### src/srtdt_pkg.sv
// Types, codes and compare functions for the scan result top-k table.
// Depends on nothing; used by the cell, the top level and the checker.
`default_nettype none

package srtdt_pkg;

   localparam int MAX_RECORDS_DEF = 16;
   localparam int NAME_BYTES      = 32;
   localparam int NAME_BITS       = 256;

   // opcodes
   localparam logic [1:0] OP_CLEAR  = 2'd0;
   localparam logic [1:0] OP_OFFER  = 2'd1;
   localparam logic [1:0] OP_FINISH = 2'd2;

   // security classes
   localparam logic [1:0] SEC_UNSUPPORTED = 2'd2;
   localparam logic [1:0] SEC_RESERVED    = 2'd3;

   // result status codes
   localparam logic [2:0] ST_CLEARED  = 3'd0;
   localparam logic [2:0] ST_INSERTED = 3'd1;
   localparam logic [2:0] ST_UPDATED  = 3'd2;
   localparam logic [2:0] ST_KEPT     = 3'd3;
   localparam logic [2:0] ST_EVICTED  = 3'd4;
   localparam logic [2:0] ST_DROPPED  = 3'd5;
   localparam logic [2:0] ST_IGNORED  = 3'd6;
   localparam logic [2:0] ST_RECORD   = 3'd7;

   typedef struct packed {
      logic [1:0]        opcode;
      logic [63:0]       ssid_word_0;
      logic [63:0]       ssid_word_1;
      logic [63:0]       ssid_word_2;
      logic [63:0]       ssid_word_3;
      logic [5:0]        ssid_len;
      logic signed [7:0] rssi_in;
      logic [7:0]        channel_in;
      logic [1:0]        security_in;
   } req_type;

   typedef struct packed {
      logic [2:0]        status;
      logic [63:0]       out_ssid_word_0;
      logic [63:0]       out_ssid_word_1;
      logic [63:0]       out_ssid_word_2;
      logic [63:0]       out_ssid_word_3;
      logic [5:0]        out_ssid_len;
      logic signed [7:0] out_rssi;
      logic [7:0]        out_channel;
      logic [1:0]        out_security;
      logic              truncated;
      logic [4:0]        record_count;
      logic              last;
   } rsp_type;

   // one held record; name byte 0 is the top byte
   typedef struct packed {
      logic [NAME_BITS-1:0] name;
      logic [5:0]           len;
      logic signed [7:0]    rssi;
      logic [7:0]           chan;
      logic [1:0]           sec;
   } rec_type;

   // chain operation broadcast to every cell
   typedef enum logic [1:0] {
      PH_HOLD,
      PH_DELETE,
      PH_INSERT,
      PH_ROTATE
   } phase_type;

   // true if a sorts ahead of b; names are zero padded past their length
   function automatic logic rec_before(rec_type a, rec_type b);
      logic r;
      if (a.rssi != b.rssi) begin
         r = (a.rssi > b.rssi);
      end else if (a.name != b.name) begin
         r = (a.name < b.name);
      end else if (a.len != b.len) begin
         r = (a.len < b.len);
      end else begin
         r = (a.sec < b.sec);
      end
      return r;
   endfunction

   function automatic logic same_key(rec_type a, rec_type b);
      return (a.len == b.len) && (a.sec == b.sec) && (a.name == b.name);
   endfunction

endpackage

`default_nettype wire

### src/srtdt_cell.sv
// One slot of the sorted record chain: holds a record and trades it with neighbors.
// Depends on srtdt_pkg.
`default_nettype none

module srtdt_cell (
   input  wire                    clock,
   input  srtdt_pkg::phase_type   phase,
   input  srtdt_pkg::rec_type     cand,
   input  wire                    valid,
   input  wire                    left_before,
   input  wire                    left_del,
   input  srtdt_pkg::rec_type     left_rec,
   input  srtdt_pkg::rec_type     right_rec,
   output srtdt_pkg::rec_type     rec_out,
   output logic                   before_out,
   output logic                   del_out,
   output logic                   match_out,
   output logic                   stronger_out
);
   import srtdt_pkg::*;

   rec_type rec_ff;
   rec_type rec_in;

   // compare the broadcast candidate with the held record; empty slots sort last
   always_comb begin
      before_out   = !valid || rec_before(cand, rec_ff);
      match_out    = valid && same_key(cand, rec_ff);
      stronger_out = match_out && (cand.rssi > rec_ff.rssi);
      del_out      = match_out || left_del;
   end

   // pick the next record for this slot
   always_comb begin
      rec_in = rec_ff;
      unique case (phase)
         PH_HOLD: begin
            rec_in = rec_ff;
         end
         PH_DELETE: begin
            if (del_out) begin
               rec_in = right_rec;
            end
         end
         PH_INSERT: begin
            if (left_before) begin
               rec_in = left_rec;
            end else if (before_out) begin
               rec_in = cand;
            end
         end
         PH_ROTATE: begin
            rec_in = right_rec;
         end
         default: begin
            rec_in = rec_ff;
         end
      endcase
   end

   always_ff @(posedge clock) begin
      rec_ff <= rec_in;
   end

   assign rec_out = rec_ff;

endmodule

`default_nettype wire

### config.mk
export PLATFORM = sky130hd
export DESIGN_NAME = srtdt_cell
export DESIGN_NICKNAME = d
export VERILOG_FILES = /design/src/srtdt_pkg.sv /design/src/srtdt_cell.sv
export SDC_FILE = /design/constraint.sdc
export NUM_CORES = 1
export LEC_CHECK = 0
export ABC_AREA = 1
export BUFFER_PORTS_ARGS = -buffer_cell sky130_fd_sc_hd__buf_4
export CAP_MARGIN = 30
export CORE_AREA = 2 2 434 436
export CTS_BUF_LIST = sky130_fd_sc_hd__clkbuf_2 sky130_fd_sc_hd__clkbuf_4 sky130_fd_sc_hd__clkbuf_8
export CTS_CLUSTER_SIZE = 16
export DETAILED_ROUTE_END_ITERATION = 10
export DIE_AREA = 0 0 436 438
export GPL_ROUTABILITY_DRIVEN = 0
export RECOVER_POWER = 50
export SLEW_MARGIN = 10
export SYNTH_ARGS = -nofsm -noshare
export SYNTH_HDL_FRONTEND = slang
export SYNTH_SLANG_ARGS = --single-unit
export TNS_END_PERCENT = 30
### constraint.sdc
create_clock -name clock -period 17.6 [get_ports clock]
set_clock_uncertainty 0.05 [all_clocks]
set_input_delay 1.76 -clock clock [delete_from_list [all_inputs] [get_ports clock]]
set_output_delay 1.76 -clock clock [all_outputs]
set_load 0.05 [all_outputs]
==> metrics.cfg, run 1 <==
[route]
vias=26600
wl_per_cell_um=28.7
drt-vias-per-instance=4.10
drt_iter0_drc=2976
drc=0
drt-pass1-iter-count=8
antenna_left=0
wl_mm=186

[clocking]
clkTransAtPathRegs_ps=60
cts_num_sinks=280
htree_levels=3
cts_buffer_depth=3
cts_setup_buffers=0
post_cts_resized=0
root_buffer=clkbuf_8
numCtsBuffers=67
ctsHoldBuffers=0
clock_latency_ps=820
cts_tree=yes

[power_and_ir_drop]
p_leak_nw=15.3
switching_share_pct=41.4
ir_drop_v=0.0000387
power_density_mw_per_mm2=81.1
p_switching_mw=1.12
seqPwrFrac_pct=32.4
p_int_mw=1.58
combPwrFrac_pct=34.1
power_frac_clock_pct=33.5

[timing]
maxSlewHeadroom_pct=-139
rsz0062_at_grt=no
hold_viol=0
worst_pin_slew_ps=3580
setup_ws_ps=8100
setup-tns-final_ps=0
max_freq_mhz=105
fin_crit_ps=9500
maxSlewViolCount=109
period_share_pct=54.0
setup_viol=0

[floorplan]
initial_core_util_pct=11.5
core_mm2=0.187
die_h_um=438
dieArea_mm2=0.191
rows=159
pin_count=1130
dieWidth_um=436

[setup_path]
worstSetupPathType=in2reg
timing.rr.end=rec_out[137]
cp-end-kind=flip-flop
timing.rr.start=rec_out[174]
cp_data_arrival_time_ps=9830
rrSetupSlack_ps=11410
critPathRequiredTime_ps=17930
cp_max_fo=90
reg2reg_depth=16
cp-start-kind=input pin

[cells_and_area]
fin_area_mm2=0.0332
layout.nets=5018
largest_reg_flops=280
final_layout_size_suffix_gt1_share_pct=25.5
area_growth_pct=55.3

[grt]
grt_pass1_vias=25200
antenna_found_initial=146
overflow=0
grt_usage_pct=18.5
grt_pass1_wl_mm=236
grt_max_degree=141

[yosys]
syn_inst=2801
synth_seq_cells=280
ys_types=25
syn_area_mm2=0.0214
postSynth.asyncResetShare_pct=0
synth_common_cells=nand2_1, o21ai_0, nor2_1
ys_seq_area_share_pct=39.3
syn_avg_cell_area_um2=7.64
synth.largest_area_cell=edfxtp_1
synth.top_cell.area_share_pct=39.3
syn-num-nets=3919
synth_edf_count=280
synth_top_family_by_area=simple AND/OR/NAND/NOR gates
synth_ff_type=edfxtp_1
yosys.area_share.xor_xnor_pct=0
synth_fa_ha_area_share_pct=15.9
yosys_warnings=0
muxShareOfSynthArea_pct=0
synthSimpleGateAreaFrac_pct=19.1
synth.most_common_cell=nand2_1
synthTopCellsByArea=edfxtp_1, ha_1, o21ai_0
synth-compound-area-share_pct=17.3

[job]
drv_cap=2

[place]
placed_area_mm2=0.0328
port-buffer-count=1129
place_ws_ps=9540
dp_hpwl_mm=159

[hold_path]
worstHoldEndpoint=rec_out[134]
hp-start=right_rec[134]
hold_path.class=in2reg
min_path_cells=3

[status]
violations=capacitance limit, slew limit
status=finished, violations left

-- metrics by stage --
step                      utilization [%]  cells  power, mW  hold slack [ps]
after floorplan                         -   2801       1.35             1900
after detailed placement             17.6   6323       1.85             1650
after global routing                 17.8   6462       2.82             1100
final                                17.8   6480       2.70             1180
after CTS                            18.3   6436       2.78             1020
after global placement               17.5   6322       1.84             1700
-- kinds of logic (layout without fill, tap and decap cells) --
kind of cell | after synthesis | after routing
AND/OR/NAND/NOR | 1042 | 1042
adder cells (fa/ha/maj) | 272 | 272
other | 0 | 41
AO/OA/AOI/OAI | 728 | 728
buffers and inverters | 479 | 1622
flip-flops | 280 | 280
-- power by group through the flow --
| stage | clock (mW) | sequential (mW) | combinational [mW] |
|---|---|---|---|
| floorplan | 0 | 1.09 | 0.268 |
| global placement | 0 | 0.884 | 0.955 |
| detailed placement | 0 | 0.886 | 0.964 |
| CTS | 0.939 | 0.874 | 0.968 |
| global route | 0.958 | 0.878 | 0.986 |
| finish | 0.904 | 0.873 | 0.919 |
-- layout by cell type, fill, tap and decap left out, types with 2 or more instances in the layout --
cell / count
o21ai_0: 586
clkbuf_1: 280
nor3_2: 2
clkinv_1: 9
clkbuf_4: 21
edfxtp_1: 280
nor3_1: 9
a21o_1: 10
ha_1: 272
buf_4: 866
clkinv_2: 5
nor4b_1: 2
inv_8: 3
nor3b_1: 2
nand2_1: 588
o21a_1: 11
bufinv_16: 6
diode_2: 41
clkbuf_8: 68
nor2_2: 6
nand4_1: 18
inv_1: 343
nand2_2: 4
nand3b_1: 2
nor2_1: 374
a21oi_1: 118
nand3_1: 32
inv_2: 10
buf_12: 3
clkinvlp_4: 3
-- metal layers --
layer  vias to the layer above  part of all wire [%]  global-route usage [%]
met5                         -                  0.33                   0.571
met4                        96                   4.9                    7.56
met3                       496                    15                    10.0
met2                      1841                    45                    29.8
met1                     12500                    35                    20.3
li1                      11600                     -                       -
-- worst max-delay path: stages --
cell	delay [ps]
clkbuf_4	100
inv_1	130
nor2_1	1630
clkinvlp_2	3700
nor2_1	710
nand3_1	150
nand2_1	180
inv_8	250
buf_4	500
buf_4	520
-- cell type report --
type / instances / area [um^2]
repair buffers: 1153 / 7670
fillers: 21500 / 153000
well taps: 2495 / 3120
multi-input cells: 2042 / 11200
diodes: 41 / 103
clock inverters: 25 / 282
flip-flops and latches: 280 / 8410
clock buffers: 88 / 1090
inverters: 356 / 1350
-- worst max-delay path by stage --
stage / startpoint / endpoint / slack [ps] / cells past startpoint
CTS: cand[127] / before_out / 9530 / 16
global route: phase[1] / rec_out[140] / 7370 / 10
floorplan: cand[143] / rec_out[0] / 8080 / 17
detailed placement: cand[127] / before_out / 9540 / 16
finish: phase[1] / rec_out[137] / 8100 / 10
global placement: cand[127] / before_out / 9390 / 16
Note: power is estimated with default switching activity, not from simulation.
==> run 2: changes to the inputs <==
Clock period 17.6 ns to 8.95 ns, I/O delays scaled along.
==> metrics.cfg, run 2 (synthesis gave the netlist of run 1 again) <==
[status]
status=finished, violations left
violations=capacitance limit, slew limit

[grt]
grt_pass1_vias=25300  ; +0.68%
antenna_found_initial=135  ; -7.5%
overflow=0  ; unchanged
grt_usage_pct=18.5  ; -0.064 points
grt_max_degree=162  ; +15%
grt_pass1_wl_mm=236  ; -0.29%

[clocking]
ctsHoldBuffers=0  ; unchanged
clock_latency_ps=800  ; -20 ps
cts_tree=yes
htree_levels=3  ; unchanged
numCtsBuffers=68  ; +1.5%
root_buffer=clkbuf_8
post_cts_resized=0  ; unchanged
cts_buffer_depth=3  ; unchanged
clkTransAtPathRegs_ps=70  ; about the same
cts_num_sinks=280  ; unchanged
cts_setup_buffers=0  ; unchanged

[power_and_ir_drop]
power_density_mw_per_mm2=159  ; +96%
p_int_mw=3.08  ; +95%
total_power_mw=5.29  ; +96%
combPwrFrac_pct=34.0  ; about the same
power_frac_clock_pct=33.6  ; about the same
p_leak_nw=15.2  ; about the same
p_switching_mw=2.21  ; +98%
seqPwrFrac_pct=32.4  ; about the same
ir_drop_v=0.000103  ; +170%
switching_share_pct=41.8  ; +0.34 points

[hold_path]
hold_path.class=in2reg
worstHoldEndpoint=rec_out[36]
hp-start=right_rec[36]
min_path_cells=3  ; unchanged

[timing]
setup_viol=0  ; unchanged
period_share_pct=72.2
fin_crit_ps=6460
max_freq_mhz=155
hold_viol=0  ; unchanged
setup_ws_ps=2490  ; -5610 ps
worst_pin_slew_ps=3790  ; +217 ps
rsz0062_at_grt=no
maxSlewHeadroom_pct=-153  ; -14 points
maxSlewViolCount=145  ; +33%
setup-tns-final_ps=0  ; unchanged

[place]
placed_area_mm2=0.0328  ; about the same
port-buffer-count=1129  ; unchanged
place_ws_ps=2870  ; -6670 ps
dp_hpwl_mm=158  ; -0.64%

[cells_and_area]
area_growth_pct=55.4  ; about the same
final_layout_size_suffix_gt1_share_pct=25.3  ; -0.17 points
layout.nets=5014  ; -0.080%
final_common_cell=buf_4
fin_area_mm2=0.0332  ; about the same
mostFrequentLayoutCells=buf_4, nand2_1, o21ai_0
fin_util_pct=17.8  ; about the same
n_fill_cell=21400  ; -0.60%
largest_reg_flops=280  ; unchanged

[route]
drt_iter0_drc=2979  ; +0.10%
vias=26600  ; +0.023%
wl_mm=185  ; -0.47%
drc=0  ; unchanged
drt-pass1-iter-count=6  ; -2
antenna_left=0  ; unchanged
wl_per_cell_um=28.6  ; -0.55%
drt-vias-per-instance=4.10  ; about the same

[setup_path]
timing.rr.start=rec_out[174]
critPathRequiredTime_ps=9400  ; -8530 ps
timing.rr.end=rec_out[30]
cp-end-kind=flip-flop
cp_data_arrival_time_ps=6910  ; -2920 ps
cp_max_fo=87  ; -3.3%
rrSetupSlack_ps=3710  ; -7700 ps
worstSetupPathType=in2reg
cp-start-kind=input pin
reg2reg_depth=15  ; -1

[floorplan]
rows=159  ; unchanged
dieWidth_um=436  ; unchanged
dieArea_mm2=0.191  ; unchanged
pin_count=1130  ; unchanged
core_mm2=0.187  ; unchanged
initial_core_util_pct=11.5  ; unchanged
die_h_um=438  ; unchanged

[job]
drv_cap=2  ; unchanged

==> run 2: critical path: stages <==
cell and delay [ps]:
clkbuf_4 100, inv_1 130, nor2_1 210, clkinvlp_2 2800, clkbuf_1 1770, nand2_1 720
o21ai_0 210
==> run 2: area by class of cell <==
type,count,area [um^2],area share (%)
Timing Repair Buffer,1148,7620,22.9
Tap cell,2495,3120,9.39
Antenna cell,43,108,0.324
Inverter,356,1350,4.07
Clock inverter,38,368,1.11
Clock buffer,83,1050,3.15
Sequential cell,280,8410,25.3
Multi-Input combinational cell,2042,11200,33.7
==> run 2: how the worst max path moves through the flow <==
stage	cells past startpoint	slack [ps]	startpoint	endpoint
5_1_grt	7	1830	phase[1]	rec_out[239]
3_3_place_gp	15	2720	cand[175]	rec_out[53]
4_1_cts	16	3100	rec_out[127]	before_out
3_5_place_dp	15	2870	cand[175]	rec_out[52]
6_report	7	2490	phase[1]	rec_out[239]
2_1_floorplan	17	290	cand[143]	rec_out[0]
==> run 2: stage by stage <==
stage                     cells  hold slack, ps
final                      6485             335
after CTS                  6442             192
after global routing       6467             263
after floorplan            2801            1040
after global placement     6320            1120
after detailed placement   6321            1130
==> run 2: layer usage <==
layer	vias up	routed length [um]	track usage (%)	share of wire, %
li1	11600	-	-	-
met1	12600	66200	21.0	36
met2	1808	82800	29.4	45
met3	458	24900	8.45	13
met4	82	10700	8.39	5.8
met5	-	655	0.620	0.35
==> run 2: power groups by stage <==
stage / combinational [mW] / sequential (mW) / clock [mW]
after detailed placement: 1.89 / 1.74 / 0
after global routing: 1.93 / 1.72 / 1.89
final: 1.80 / 1.71 / 1.78
after global placement: 1.87 / 1.74 / 0
after floorplan: 0.528 / 2.14 / 0
after CTS: 1.90 / 1.72 / 1.86
